$ cat src/rtl/dqne_pkg.sv
// ============================================================================
// dqne_pkg - shared types and constants for the DNS query name encoder
// Message layout constants, length limits, the command word passed from the
// front end to the byte sequencer, and the header byte table.
// ============================================================================
package dqne_pkg;

    localparam int OFF_W   = 9;      // byte offset width
    localparam int BYTE_W  = 8;
    localparam int LEN_W   = 6;      // label length, at most 63
    localparam int REG_W   = 16;
    localparam int STEP_W  = 5;

    localparam logic [BYTE_W-1:0] DOT_CHAR   = 8'h2E;
    localparam logic [OFF_W-1:0]  HEADER_LEN = 9'd12;
    localparam logic [OFF_W-1:0]  NAME_START = 9'd13;

    // name and label limits
    localparam logic [OFF_W-1:0]  MAX_NAME  = 9'd255;
    localparam logic [LEN_W-1:0]  MAX_LABEL = 6'd63;

    localparam logic [REG_W-1:0]  HDR_FLAGS   = 16'h0100;
    localparam logic [REG_W-1:0]  HDR_QDCOUNT = 16'h0001;
    localparam logic [REG_W-1:0]  QCLASS_IN   = 16'h0001;

    localparam logic [REG_W-1:0]  QUERY_ID_RST   = 16'd1028;
    localparam logic [REG_W-1:0]  QUERY_TYPE_RST = 16'd1;

    // configuration register indexes
    localparam logic CFG_QUERY_ID   = 1'b0;
    localparam logic CFG_QUERY_TYPE = 1'b1;

    // sequencer steps: 0..11 header, then body byte, then the tail
    localparam logic [STEP_W-1:0] STEP_HDR_FIRST = 5'd0;
    localparam logic [STEP_W-1:0] STEP_HDR_LAST  = 5'd11;
    localparam logic [STEP_W-1:0] STEP_BODY      = 5'd12;
    localparam logic [STEP_W-1:0] STEP_SLOT      = 5'd13;
    localparam logic [STEP_W-1:0] STEP_ROOT      = 5'd14;
    localparam logic [STEP_W-1:0] STEP_TYPE_HI   = 5'd15;
    localparam logic [STEP_W-1:0] STEP_TYPE_LO   = 5'd16;
    localparam logic [STEP_W-1:0] STEP_CLASS_HI  = 5'd17;
    localparam logic [STEP_W-1:0] STEP_CLASS_LO  = 5'd18;

    typedef struct packed {
        logic              hdr;       // emit the 12-byte header first
        logic              body;      // one byte from this character
        logic [OFF_W-1:0]  body_off;
        logic [BYTE_W-1:0] body_val;
        logic              fin;       // close the name and emit the tail
        logic [OFF_W-1:0]  slot;      // pending length slot after this char
        logic [LEN_W-1:0]  len;       // pending label length after this char
        logic [OFF_W-1:0]  pos;       // write position after this char
        logic              err;
    } t_cmd;

    function automatic logic [BYTE_W-1:0] hdr_byte(input logic [3:0] idx,
                                                   input logic [REG_W-1:0] id);
        logic [BYTE_W-1:0] b;
        b = '0;
        unique case (idx)
            4'd0:    b = id[15:8];
            4'd1:    b = id[7:0];
            4'd2:    b = HDR_FLAGS[15:8];
            4'd3:    b = HDR_FLAGS[7:0];
            4'd4:    b = HDR_QDCOUNT[15:8];
            4'd5:    b = HDR_QDCOUNT[7:0];
            default: b = '0;
        endcase
        return b;
    endfunction

endpackage

$ cat src/rtl/dqne_in_if.sv
// ============================================================================
// dqne_in_if - name character channel
// Valid/ready channel carrying one name character and its last-character flag.
// ============================================================================
interface dqne_in_if;
    logic                          valid;
    logic                          ready;
    logic [dqne_pkg::BYTE_W-1:0]   name_char;
    logic                          final_char;

    modport source (output valid, output name_char, output final_char, input ready);
    modport sink   (input valid, input name_char, input final_char, output ready);
endinterface

$ cat src/rtl/dqne_out_if.sv
// ============================================================================
// dqne_out_if - message byte channel
// Valid/ready channel carrying one message byte with its offset and flags.
// ============================================================================
interface dqne_out_if;
    logic                          valid;
    logic                          ready;
    logic [dqne_pkg::OFF_W-1:0]    byte_offset;
    logic [dqne_pkg::BYTE_W-1:0]   byte_value;
    logic                          message_end;
    logic                          overlong;

    modport source (output valid, output byte_offset, output byte_value,
                    output message_end, output overlong, input ready);
    modport sink   (input valid, input byte_offset, input byte_value,
                    input message_end, input overlong, output ready);
endinterface

$ cat src/rtl/dqne_front.sv
// ============================================================================
// dqne_front - name parser
// Tracks label length, write position and length slot per character and
// turns each accepted character into one command word for the sequencer.
// ============================================================================
module dqne_front #(
    parameter logic [dqne_pkg::OFF_W-1:0] MAX_NAME  = dqne_pkg::MAX_NAME,
    parameter logic [dqne_pkg::LEN_W-1:0] MAX_LABEL = dqne_pkg::MAX_LABEL
) (
    input  logic                         i_clk,
    input  logic                         i_rst_n,
    input  logic                         i_valid,
    input  logic                         i_full,
    input  logic [dqne_pkg::BYTE_W-1:0]  i_name_char,
    input  logic                         i_final_char,
    output logic                         o_push,
    output dqne_pkg::t_cmd               o_cmd
);

    logic                        r_hdr_done;
    logic [dqne_pkg::OFF_W-1:0]  r_write_pos;
    logic [dqne_pkg::OFF_W-1:0]  r_slot;
    logic [dqne_pkg::LEN_W-1:0]  r_label_len;
    logic                        r_err;

    logic                        n_hdr_done;
    logic [dqne_pkg::OFF_W-1:0]  n_write_pos;
    logic [dqne_pkg::OFF_W-1:0]  n_slot;
    logic [dqne_pkg::LEN_W-1:0]  n_label_len;
    logic                        n_err;

    logic take;
    logic is_dot;
    logic room;
    logic acc;

    assign take   = i_valid && !i_full;
    assign is_dot = (i_name_char == dqne_pkg::DOT_CHAR);
    assign room   = (r_write_pos - dqne_pkg::NAME_START) < MAX_NAME;
    assign acc    = room && (is_dot || (r_label_len < MAX_LABEL));

    always_comb begin
        n_hdr_done  = 1'b1;
        n_write_pos = r_write_pos;
        n_slot      = r_slot;
        n_label_len = r_label_len;
        n_err       = r_err || !acc;

        o_cmd          = '0;
        o_cmd.hdr      = !r_hdr_done;
        o_cmd.body     = acc;
        o_cmd.body_off = r_write_pos;
        o_cmd.body_val = i_name_char;

        if (acc) begin
            n_write_pos = r_write_pos + 1'b1;
            if (is_dot) begin
                o_cmd.body_off = r_slot;
                o_cmd.body_val = dqne_pkg::BYTE_W'(r_label_len);
                n_slot         = r_write_pos;
                n_label_len    = '0;
            end else begin
                n_label_len = r_label_len + 1'b1;
            end
        end

        o_cmd.fin  = i_final_char;
        o_cmd.slot = n_slot;
        o_cmd.len  = n_label_len;
        o_cmd.pos  = n_write_pos;
        o_cmd.err  = n_err;

        // end of name: everything back to its start values
        if (i_final_char) begin
            n_hdr_done  = 1'b0;
            n_write_pos = dqne_pkg::NAME_START;
            n_slot      = dqne_pkg::HEADER_LEN;
            n_label_len = '0;
            n_err       = 1'b0;
        end
    end

    // a dropped character after the header with no close makes no bytes
    assign o_push = take && (o_cmd.hdr || o_cmd.body || o_cmd.fin);

    always_ff @(posedge i_clk) begin
        if (!i_rst_n) begin
            r_hdr_done  <= 1'b0;
            r_write_pos <= dqne_pkg::NAME_START;
            r_slot      <= dqne_pkg::HEADER_LEN;
            r_label_len <= '0;
            r_err       <= 1'b0;
        end else if (take) begin
            r_hdr_done  <= n_hdr_done;
            r_write_pos <= n_write_pos;
            r_slot      <= n_slot;
            r_label_len <= n_label_len;
            r_err       <= n_err;
        end
    end

endmodule

$ cat src/rtl/dqne_fifo.sv
// ============================================================================
// dqne_fifo - command queue
// Two-entry queue of command words between the parser and the sequencer.
// ============================================================================
module dqne_fifo (
    input  logic            i_clk,
    input  logic            i_rst_n,
    input  logic            i_push,
    input  dqne_pkg::t_cmd  i_cmd,
    output logic            o_full,
    output logic            o_valid,
    output dqne_pkg::t_cmd  o_cmd,
    input  logic            i_pop
);

    dqne_pkg::t_cmd r_mem [2];
    logic           r_wptr;
    logic           r_rptr;
    logic [1:0]     r_cnt;

    assign o_full  = r_cnt[1];
    assign o_valid = (r_cnt != 2'd0);
    assign o_cmd   = r_mem[r_rptr];

    always_ff @(posedge i_clk) begin
        if (i_push) begin
            r_mem[r_wptr] <= i_cmd;
        end
    end

    always_ff @(posedge i_clk) begin
        if (!i_rst_n) begin
            r_wptr <= 1'b0;
            r_rptr <= 1'b0;
            r_cnt  <= 2'd0;
        end else begin
            if (i_push) begin
                r_wptr <= !r_wptr;
            end
            if (i_pop) begin
                r_rptr <= !r_rptr;
            end
            case ({i_push, i_pop})
                2'b10:   r_cnt <= r_cnt + 2'd1;
                2'b01:   r_cnt <= r_cnt - 2'd1;
                default: r_cnt <= r_cnt;
            endcase
        end
    end

endmodule

$ cat src/rtl/dqne_back.sv
// ============================================================================
// dqne_back - byte sequencer
// Expands the head command into header, body and tail bytes, one per cycle
// while the output is not stalled, into a registered output word.
// ============================================================================
module dqne_back (
    input  logic                         i_clk,
    input  logic                         i_rst_n,
    input  logic                         i_cmd_valid,
    input  dqne_pkg::t_cmd               i_cmd,
    output logic                         o_pop,
    input  logic [dqne_pkg::REG_W-1:0]   i_query_id,
    input  logic [dqne_pkg::REG_W-1:0]   i_query_type,
    output logic                         o_valid,
    input  logic                         i_ready,
    output logic [dqne_pkg::OFF_W-1:0]   o_byte_offset,
    output logic [dqne_pkg::BYTE_W-1:0]  o_byte_value,
    output logic                         o_message_end,
    output logic                         o_overlong
);

    logic [dqne_pkg::STEP_W-1:0]  r_step;
    logic [dqne_pkg::STEP_W-1:0]  eff;
    logic                         last;
    logic                         load;
    logic                         emit;
    logic [dqne_pkg::OFF_W-1:0]   off;
    logic [dqne_pkg::BYTE_W-1:0]  val;

    logic                         r_valid;
    logic [dqne_pkg::OFF_W-1:0]   r_off;
    logic [dqne_pkg::BYTE_W-1:0]  r_val;
    logic                         r_end;
    logic                         r_err;

    // skip the parts this command does not have
    always_comb begin
        eff = r_step;
        if ((eff < dqne_pkg::STEP_BODY) && !i_cmd.hdr) begin
            eff = dqne_pkg::STEP_BODY;
        end
        if ((eff == dqne_pkg::STEP_BODY) && !i_cmd.body) begin
            eff = dqne_pkg::STEP_SLOT;
        end
    end

    assign last = ((eff == dqne_pkg::STEP_HDR_LAST) && !i_cmd.body && !i_cmd.fin)
               || ((eff == dqne_pkg::STEP_BODY) && !i_cmd.fin)
               || (eff == dqne_pkg::STEP_CLASS_LO);

    assign load  = !r_valid || i_ready;
    assign emit  = i_cmd_valid && load;
    assign o_pop = emit && last;

    always_comb begin
        off = dqne_pkg::OFF_W'(eff);
        val = dqne_pkg::hdr_byte(eff[3:0], i_query_id);
        unique case (eff)
            dqne_pkg::STEP_BODY: begin
                off = i_cmd.body_off;
                val = i_cmd.body_val;
            end
            dqne_pkg::STEP_SLOT: begin
                off = i_cmd.slot;
                val = dqne_pkg::BYTE_W'(i_cmd.len);
            end
            dqne_pkg::STEP_ROOT: begin
                off = i_cmd.pos;
                val = '0;
            end
            dqne_pkg::STEP_TYPE_HI: begin
                off = i_cmd.pos + 9'd1;
                val = i_query_type[15:8];
            end
            dqne_pkg::STEP_TYPE_LO: begin
                off = i_cmd.pos + 9'd2;
                val = i_query_type[7:0];
            end
            dqne_pkg::STEP_CLASS_HI: begin
                off = i_cmd.pos + 9'd3;
                val = dqne_pkg::QCLASS_IN[15:8];
            end
            dqne_pkg::STEP_CLASS_LO: begin
                off = i_cmd.pos + 9'd4;
                val = dqne_pkg::QCLASS_IN[7:0];
            end
            default: begin
                off = dqne_pkg::OFF_W'(eff);
                val = dqne_pkg::hdr_byte(eff[3:0], i_query_id);
            end
        endcase
    end

    always_ff @(posedge i_clk) begin
        if (!i_rst_n) begin
            r_step  <= dqne_pkg::STEP_HDR_FIRST;
            r_valid <= 1'b0;
        end else begin
            if (emit) begin
                r_step  <= last ? dqne_pkg::STEP_HDR_FIRST : eff + 1'b1;
                r_valid <= 1'b1;
            end else if (i_ready) begin
                r_valid <= 1'b0;
            end
        end
    end

    always_ff @(posedge i_clk) begin
        if (emit) begin
            r_off <= off;
            r_val <= val;
            r_end <= (eff == dqne_pkg::STEP_CLASS_LO);
            r_err <= i_cmd.err;
        end
    end

    assign o_valid       = r_valid;
    assign o_byte_offset = r_off;
    assign o_byte_value  = r_val;
    assign o_message_end = r_end;
    assign o_overlong    = r_err;

endmodule

$ cat src/rtl/dns_query_name_encoder_core.sv
// ============================================================================
// dns_query_name_encoder_core - DNS query message builder
// Turns a dotted name, one character per word, into offset-tagged bytes of a
// DNS query message: header, length-prefixed labels, root, type and class.
// ============================================================================
//  channel   dir  words                               fields
//  i_in      in   one name character                  name_char, final_char
//  o_out     out  one message byte                    byte_offset, byte_value,
//                                                      message_end, overlong
//  i_cfg_*   in   register write (0 id, 1 qtype)      i_cfg_idx, i_cfg_data
//
//  An ordinary character gives one byte; the sequencer sends one byte out per cycle
//  while the output is not stalled. The first character of a name adds the 12 header
//  bytes and the last adds the 6 tail bytes; the two-entry command queue takes input
//  while those bursts drain. Reset is synchronous and clears all control state; the
//  registers return to id 1028 and type 1.
// ============================================================================
module dns_query_name_encoder_core #(
    parameter logic [dqne_pkg::OFF_W-1:0] MAX_NAME  = dqne_pkg::MAX_NAME,
    parameter logic [dqne_pkg::LEN_W-1:0] MAX_LABEL = dqne_pkg::MAX_LABEL
) (
    input  logic                         i_clk,
    input  logic                         i_rst_n,
    dqne_in_if.sink                      i_in,
    dqne_out_if.source                   o_out,
    input  logic                         i_cfg_we,
    input  logic                         i_cfg_idx,
    input  logic [dqne_pkg::REG_W-1:0]   i_cfg_data
);

    logic [dqne_pkg::REG_W-1:0] r_query_id;
    logic [dqne_pkg::REG_W-1:0] r_query_type;

    logic           push;
    logic           full;
    logic           cmd_valid;
    logic           pop;
    dqne_pkg::t_cmd front_cmd;
    dqne_pkg::t_cmd head_cmd;

    always_ff @(posedge i_clk) begin
        if (!i_rst_n) begin
            r_query_id   <= dqne_pkg::QUERY_ID_RST;
            r_query_type <= dqne_pkg::QUERY_TYPE_RST;
        end else if (i_cfg_we) begin
            unique case (i_cfg_idx)
                dqne_pkg::CFG_QUERY_ID:   r_query_id   <= i_cfg_data;
                dqne_pkg::CFG_QUERY_TYPE: r_query_type <= i_cfg_data;
                default:                  r_query_id   <= r_query_id;
            endcase
        end
    end

    assign i_in.ready = !full;

    dqne_front #(
        .MAX_NAME  (MAX_NAME),
        .MAX_LABEL (MAX_LABEL)
    ) u_front (
        .i_clk        (i_clk),
        .i_rst_n      (i_rst_n),
        .i_valid      (i_in.valid),
        .i_full       (full),
        .i_name_char  (i_in.name_char),
        .i_final_char (i_in.final_char),
        .o_push       (push),
        .o_cmd        (front_cmd)
    );

    dqne_fifo u_fifo (
        .i_clk   (i_clk),
        .i_rst_n (i_rst_n),
        .i_push  (push),
        .i_cmd   (front_cmd),
        .o_full  (full),
        .o_valid (cmd_valid),
        .o_cmd   (head_cmd),
        .i_pop   (pop)
    );

    dqne_back u_back (
        .i_clk         (i_clk),
        .i_rst_n       (i_rst_n),
        .i_cmd_valid   (cmd_valid),
        .i_cmd         (head_cmd),
        .o_pop         (pop),
        .i_query_id    (r_query_id),
        .i_query_type  (r_query_type),
        .o_valid       (o_out.valid),
        .i_ready       (o_out.ready),
        .o_byte_offset (o_out.byte_offset),
        .o_byte_value  (o_out.byte_value),
        .o_message_end (o_out.message_end),
        .o_overlong    (o_out.overlong)
    );

endmodule

$ cat src/flat_wrapper.sv
// flat-port wrapper written by rule: the top's interface ports become plain ports
module dns_query_name_encoder_core_flat 
#(
    parameter logic [dqne_pkg::OFF_W-1:0] MAX_NAME  = dqne_pkg::MAX_NAME,
    parameter logic [dqne_pkg::LEN_W-1:0] MAX_LABEL = dqne_pkg::MAX_LABEL
)
  (i_clk, i_rst_n, i_cfg_we, i_cfg_idx, i_cfg_data, i_in_valid, i_in_name_char, i_in_final_char, i_in_ready, o_out_valid, o_out_byte_offset, o_out_byte_value, o_out_message_end, o_out_overlong, o_out_ready);
  dqne_in_if i_in_i ();
  dqne_out_if o_out_i ();
  input  logic i_clk;
  input  logic i_rst_n;
  input  logic i_cfg_we;
  input  logic i_cfg_idx;
  input  logic [dqne_pkg::REG_W-1:0] i_cfg_data;
  input wire logic [$bits(i_in_i.valid)-1:0] i_in_valid;
  input wire logic [$bits(i_in_i.name_char)-1:0] i_in_name_char;
  input wire logic [$bits(i_in_i.final_char)-1:0] i_in_final_char;
  output wire logic [$bits(i_in_i.ready)-1:0] i_in_ready;
  output wire logic [$bits(o_out_i.valid)-1:0] o_out_valid;
  output wire logic [$bits(o_out_i.byte_offset)-1:0] o_out_byte_offset;
  output wire logic [$bits(o_out_i.byte_value)-1:0] o_out_byte_value;
  output wire logic [$bits(o_out_i.message_end)-1:0] o_out_message_end;
  output wire logic [$bits(o_out_i.overlong)-1:0] o_out_overlong;
  input wire logic [$bits(o_out_i.ready)-1:0] o_out_ready;
  assign i_in_i.valid = i_in_valid;
  assign i_in_i.name_char = i_in_name_char;
  assign i_in_i.final_char = i_in_final_char;
  assign i_in_ready = i_in_i.ready;
  assign o_out_valid = o_out_i.valid;
  assign o_out_byte_offset = o_out_i.byte_offset;
  assign o_out_byte_value = o_out_i.byte_value;
  assign o_out_message_end = o_out_i.message_end;
  assign o_out_overlong = o_out_i.overlong;
  assign o_out_i.ready = o_out_ready;
  dns_query_name_encoder_core #(.MAX_NAME(MAX_NAME), .MAX_LABEL(MAX_LABEL)) u_core (.i_clk(i_clk), .i_rst_n(i_rst_n), .i_in(i_in_i), .o_out(o_out_i), .i_cfg_we(i_cfg_we), .i_cfg_idx(i_cfg_idx), .i_cfg_data(i_cfg_data));
endmodule
$ cat config.mk
export PLATFORM = sky130hd
export DESIGN_NAME = dns_query_name_encoder_core_flat
export DESIGN_NICKNAME = d
export VERILOG_FILES = /design/src/rtl/dqne_pkg.sv /design/src/rtl/dqne_in_if.sv /design/src/rtl/dqne_out_if.sv /design/src/rtl/dqne_front.sv /design/src/rtl/dqne_fifo.sv /design/src/rtl/dqne_back.sv /design/src/rtl/dns_query_name_encoder_core.sv /design/src/flat_wrapper.sv
export SDC_FILE = /design/constraint.sdc
export NUM_CORES = 1
export LEC_CHECK = 0
export BUFFER_PORTS_ARGS = -buffer_cell sky130_fd_sc_hd__buf_4
export CAP_MARGIN = 25
export CORE_MARGIN = 5
export CORE_UTILIZATION = 55
export DETAILED_ROUTE_END_ITERATION = 8
export PLACE_DENSITY = 0.81
export SLEW_MARGIN = 20
export SYNTH_ARGS = -nofsm -noshare
export SYNTH_HDL_FRONTEND = slang
export SYNTH_HIERARCHICAL = 1
export SYNTH_SLANG_ARGS = --single-unit
$ cat constraint.sdc
create_clock -name i_clk -period 4.99 [get_ports i_clk]
set_input_delay 0.998 -clock i_clk [delete_from_list [all_inputs] [get_ports i_clk]]
set_output_delay 0.998 -clock i_clk [all_outputs]
set_load 0.005 [all_outputs]
==> key figures, run 1 <==
Outcome
  – Outcome: finished clean

Yosys
  – Seq/Total Area, Yosys: 53.0%
  – Async set-reset flop share out of synthesis: 0%
  – Cells after synthesis: 768
  – #FFs+latches synth: 178
  – Post-synth EDFFs: 109
  – Main flop type after synthesis: edfxtp_1
  – Synthesized area per cell: 11.4 um^2
  – Synth Net Count: 812
  – Synth cell types: 86
  – Synth Warn #: 6
  – Cell Area, Synth: 8780 um^2

Pwr
  – Peak VDD IR: 0.359 mV
  – Total power: 4.68 mW
  – Pwr Density: 483 nW/um^2
  – Pleak: 3.48 nW

Routing
  – Final ANT Viol Nets: 0
  – DRT iter0 DRCs: 877
  – Post-route DRC: 0
  – Vias: 6,289
  – DR WL/cell: 19.4 um
  – Vias per Instance: 6.18
  – Detailed Route WL: 19.7 mm
  – Detailed Routing Iterations Pass 1: 7

Placement
  – Gpl congestion: 0.928
  – Placed inst area: 9140 um^2
  – IO Port Bufs: 51
  – Setup slack at placement: 1.12 ns
  – Placed Cells: 986
  – Hpwl dp: 13.3 mm

Worst setup path
  – Data arrival, critical path: 4.10 ns
  – Critical Path RT: 5.35 ns
  – Worst setup EP type: flip-flop
  – WS Path Type: reg2reg
  – CP max FO: 17
  – Critical Path Start Type: flip-flop
  – R2r worst-path depth: 12

Clocking
  – Post-CTS Hold Buffers: 0
  – PostCTS Resize Cnt: 0
  – H-tree Lvls: 4
  – CTS tree: built
  – CTS Sinks: 178
  – Clk_lat worst skew: 0.43 ns
  – Post-CTS setup buffers: 0
  – CTS max path bufs: 2
  – Root buf cell: clkbuf_16
  – Inserted Clock Buffers: 17
  – Worst-path clk slew: 0.06 ns

Cells and area
  – Register area: 4660 um^2
  – Commonest non-fill, non-tap cell in the layout: edfxtp_1
  – # diodes: 0
  – Final #Nets: 833
  – Fin cells: 1,018
  – Share of layout cells above drive strength 1: 22.6%
  – Final Cell Area: 9700 um^2
  – Most frequent cells in the layout: edfxtp_1, nand2_1, dfxtp_1, mux2_2, buf_4
  – Fillcell total: 1,228
  – Syn-to-layout area delta: 10.4%
  – Area of the multi-input gates: 3690 um^2

STA
  – Max-slew violations: 0
  – Slew headroom: 35.1%
  – Max Fclk: 267 MHz
  – Period utilization: 74.9%
  – Final hold violation count: 0
  – Skew final: 0.0108 ns
  – Actual slew at the worst max-slew pin: 0.974 ns
  – Final setup margin: 1.25 ns
  – Setup TNS: 0 ns
  – Unrepaired setup endpoints after global routing: false
  – Final setup viols: 0
  – Fin crit period: 3.74 ns

Die
  – Core area: 15,800 um^2
  – Starting Density: 55.7%
  – Die area: 18,600 um^2
  – Die extent in x: 136 um
  – Row cnt: 46
  – IO Pins: 52
  – Die H: 136 um

Flow run
  – Max cap viols: 0

Min path
  – WHS Path Cells: 2
  – Worst min-delay path class: reg2reg

GRT
  – GR Util All Layers: 21.7%
  – GRT overflow: 0
  – Largest net degree at the start of global routing: 86
  – Initial antenna violation count: 0
  – Number of global-route vias before repair: 5,789
  – First-pass GRT wire length: 31.2 mm
-- worst max-delay path, stage by stage, from the launching register on --
cell and delay (ns):
dfxtp_2 0.57, mux2_2 0.44, nor2_1 0.21, nand2_1 0.11, nand2_1 0.15, inv_1 0.08
ha_1 0.32, and4bb_4 0.29, o21ai_0 0.45, inv_1 0.19, ha_1 0.36, or3_1 0.36
a21boi_1 0.14
-- through the flow --
step                hold slack, ns  utilization, %
detailed placement           0.442            58.0
floorplan                    0.428               -
CTS                          0.460            61.5
finish                       0.460            61.5
global route                 0.487            61.5
global placement             0.436            58.0
-- final timing paths --
path	startpoint	slack, ns	to
max	flip-flop	1.25	u_core/u_fifo/r_cnt[1]
min	u_core/r_query_id[9]	0.46	u_core/r_query_id[9]
max reg2reg	flip-flop	1.25	u_core/u_fifo/r_cnt[1]
min reg2reg	u_core/r_query_id[9]	0.46	u_core/r_query_id[9]
-- layer usage --
metal | track usage [%] | routed length, um | part of all wire (%)
met4 | 8.06 | 519 | 2.6
met2 | 32.1 | 8960 | 45
met1 | 31.8 | 8770 | 44
met3 | 4.03 | 1480 | 7.5
met5 | 0 | 0 | 0
-- logic make-up (layout without fill, tap and decap cells) --
group	after synthesis	in the layout	synth area share (%)
adders and majority gates	13	13	1.94
xor gates and xnor gates	15	15	1.50
muxes	90	90	11.2
DFF	178	178	53.0
buffers and inverters	79	113	5.06
and+or+nand+nor	225	225	13.2
AOI/OAI and AO/OA	168	168	14.1
-- power by group --
| part | switching, mW | internal (mW) | leakage, nW |
|---|---|---|---|
| logic | 0.858 | 0.585 | 1.65 |
| clock network | 0.554 | 0.702 | 0.262 |
| registers | 0.116 | 1.86 | 1.57 |
-- flip-flops by register name, indices dropped and copies added (netlist names), named ones only --
signal / flops
u_core/u_back/o_message_end: 1
u_core/u_front/r_slot: 9
u_core/r_query_id: 16
u_core/u_front/r_label_len: 6
u_core/u_back/o_byte_offset: 9
u_core/u_front/r_err: 1
u_core/u_front/r_write_pos: 9
u_core/u_fifo/r_wptr: 1
u_core/u_back/r_step: 5
u_core/u_front/r_hdr_done: 1
u_core/u_fifo/r_cnt: 2
u_core/r_query_type: 16
u_core/u_back/o_valid: 1
u_core/u_fifo/r_mem: 90
u_core/u_back/o_byte_value: 8
u_core/u_fifo/r_rptr: 1
u_core/u_back/o_overlong: 1
-- Yosys cell counts (12+ instances only) --
cell type / n / area, um^2
edfxtp_1: 109 / 3270
nand2_1: 94 / 353
dfxtp_1: 69 / 1380
mux2_2: 63 / 709
a21oi_1: 29 / 145
o21ai_0: 28 / 140
mux2i_1: 27 / 270
nor2_1: 27 / 101
clkbuf_1: 21 / 78.8
inv_1: 21 / 78.8
buf_2: 18 / 90.1
nand3_1: 15 / 75.1
and3_1: 12 / 75.1
ha_1: 12 / 150
-- final cells by class --
type / count / area share (%)
timing repair buffer: 59 / 4.57
tap: 216 / 2.79
inverter: 22 / 0.852
clock inverter: 12 / 1.12
multi-input combinational: 511 / 38.1
clock buffer: 20 / 4.61
sequential: 178 / 48.0
No activity file was read; power rests on OpenSTA's default activity.
==> run 2, diff against run 1 <==
==> constraint.sdc (replaced) <==
create_clock -name i_clk -period 3.4 [get_ports i_clk]
set_input_delay 0.68 -clock i_clk [delete_from_list [all_inputs] [get_ports i_clk]]
set_output_delay 0.68 -clock i_clk [all_outputs]
set_load 0.005 [all_outputs]
==> key figures, run 2 (synthesis results as in run 1) <==
Cells and area
  – Share of layout cells above drive strength 1: 24.1%
  – Final #Nets: 845
  – Final Cell Area: 9860 um^2
  – Commonest non-fill, non-tap cell in the layout: edfxtp_1
  – Biggest register: u_core/u_fifo/r_mem
  – Max FFs per register: 90
  – # diodes: 0
  – Syn-to-layout area delta: 12.3%
  – Post-layout util: 62.5%
  – Most frequent cells in the layout: edfxtp_1, nand2_1, buf_4, dfxtp_1, mux2_2
  – Fin cells: 1,030
  – Largest regs: u_core/u_fifo/r_mem: 90 flops, u_core/r_query_id: 16 flops, u_core/r_query_type: 16 flops

Die
  – Die extent in x: 136 um
  – Die H: 136 um
  – IO Pins: 52
  – Starting Density: 55.7%
  – Die area: 18,600 um^2
  – Row cnt: 46
  – Core area: 15,800 um^2

Clocking
  – Worst-path clk slew: 0.07 ns
  – CTS Sinks: 178
  – Clk_lat worst skew: 0.43 ns
  – H-tree Lvls: 4
  – Post-CTS Hold Buffers: 0
  – CTS max path bufs: 2
  – CTS tree: built
  – Root buf cell: clkbuf_16
  – Inserted Clock Buffers: 17

Routing
  – Vias per Instance: 6.15
  – Detailed Route WL: 20.0 mm
  – Post-route DRC: 0
  – DRT iter0 DRCs: 825
  – Vias: 6,335
  – DR WL/cell: 19.4 um
  – Detailed Routing Iterations Pass 1: 9
  – Final ANT Viol Nets: 0

Pwr
  – Pwr Density: 711 nW/um^2
  – Total power: 7.01 mW
  – Switching power total: 2.29 mW
  – Pleak: 3.58 nW
  – Sw Ratio: 32.6%
  – Clock share of power: 27.6%
  – Flop pwr share: 41.2%
  – Peak VDD IR: 0.390 mV
  – Cell Int Power: 4.73 mW
  – Comb power frac: 31.1%

STA
  – Unrepaired setup endpoints after global routing: false
  – Hold_ws: 0.438 ns
  – Period utilization: 92.8%
  – Max Fclk: 317 MHz
  – Skew final: 0.0164 ns
  – Final setup margin: 0.244 ns
  – Final hold violation count: 0
  – Slew headroom: 34.5%
  – Final setup viols: 0
  – Setup TNS: 0 ns
  – Actual slew at the worst max-slew pin: 0.982 ns
  – Fin crit period: 3.16 ns
  – Max-slew violations: 0

GRT
  – Number of global-route vias before repair: 5,997
  – First-pass GRT wire length: 31.6 mm
  – GR Util All Layers: 21.9%
  – GRT overflow: 0
  – Largest net degree at the start of global routing: 64
  – Initial antenna violation count: 0

Outcome
  – Outcome: finished clean

Worst setup path
  – CP max FO: 10
  – WS Path Type: reg2reg
  – Data arrival, critical path: 3.52 ns
  – Critical Path RT: 3.76 ns
  – Worst setup EP type: flip-flop
  – Critical Path Start Type: flip-flop

Placement
  – Placed Cells: 998
  – Gpl congestion: 0.914
  – Hpwl dp: 13.5 mm
  – Placed inst area: 9270 um^2
  – Setup slack at placement: 0.205 ns
  – IO Port Bufs: 51

Min path
  – Worst min-delay path class: in2reg

Flow run
  – Max cap viols: 0
[run 2: critical path: stages, from the launching register on]
cell      delay (ns)
dfxtp_2         0.36
mux2_2          0.38
nor2_1          0.14
nand2_1         0.09
a32o_2          0.26
inv_1           0.11
ha_2            0.31
and4bb_4        0.33
o21ai_0         0.16
inv_1           0.14
ha_1            0.27
or3_1           0.36
a21boi_1        0.15
[run 2: final cells by class]
class / count / area [um^2]
fill: 1233 / 5910
sequential: 178 / 4660
clock buffer: 21 / 504
clock inverter: 11 / 85.1
inverter: 22 / 82.6
timing repair buffer: 71 / 571
tap: 216 / 270
multi-input combinational: 511 / 3690
[run 2: final timing paths]
kind	from	endpoint	slack, ns	cells past startpoint
worst min-delay path	i_in_name_char[6]	u_core/u_fifo/r_mem[0][32]	0.44	1
worst min register to register	u_core/r_query_type[2]	u_core/r_query_type[2]	0.46	2
worst max register to register	flip-flop	u_core/u_fifo/r_cnt[1]	0.24	12
worst max-delay path	flip-flop	u_core/u_fifo/r_cnt[1]	0.24	12
[run 2: what timing repair did]
item                                    4_1_cts  5_1_grt
resized for setup                             0        1
endpoints found under the setup margin        0        1
setup buffers                                 0        0
[run 2: power by group through the flow]
stage	Clock (mW)	Combinational (mW)	Sequential, mW
after detailed placement	0	2.13	2.93
after global routing	2.06	2.33	2.92
after global placement	0	2.10	2.92
after floorplan	0	1.52	2.89
final	1.94	2.18	2.89
after CTS	1.97	2.15	2.89
[run 2: per-layer routing]
layer	vias up	track usage [%]	routed length, um
li1	2951	-	-
met1	3046	31.8	8990
met2	294	32.9	9170
met3	44	4.40	1460
met4	0	7.84	403
met5	-	0	0
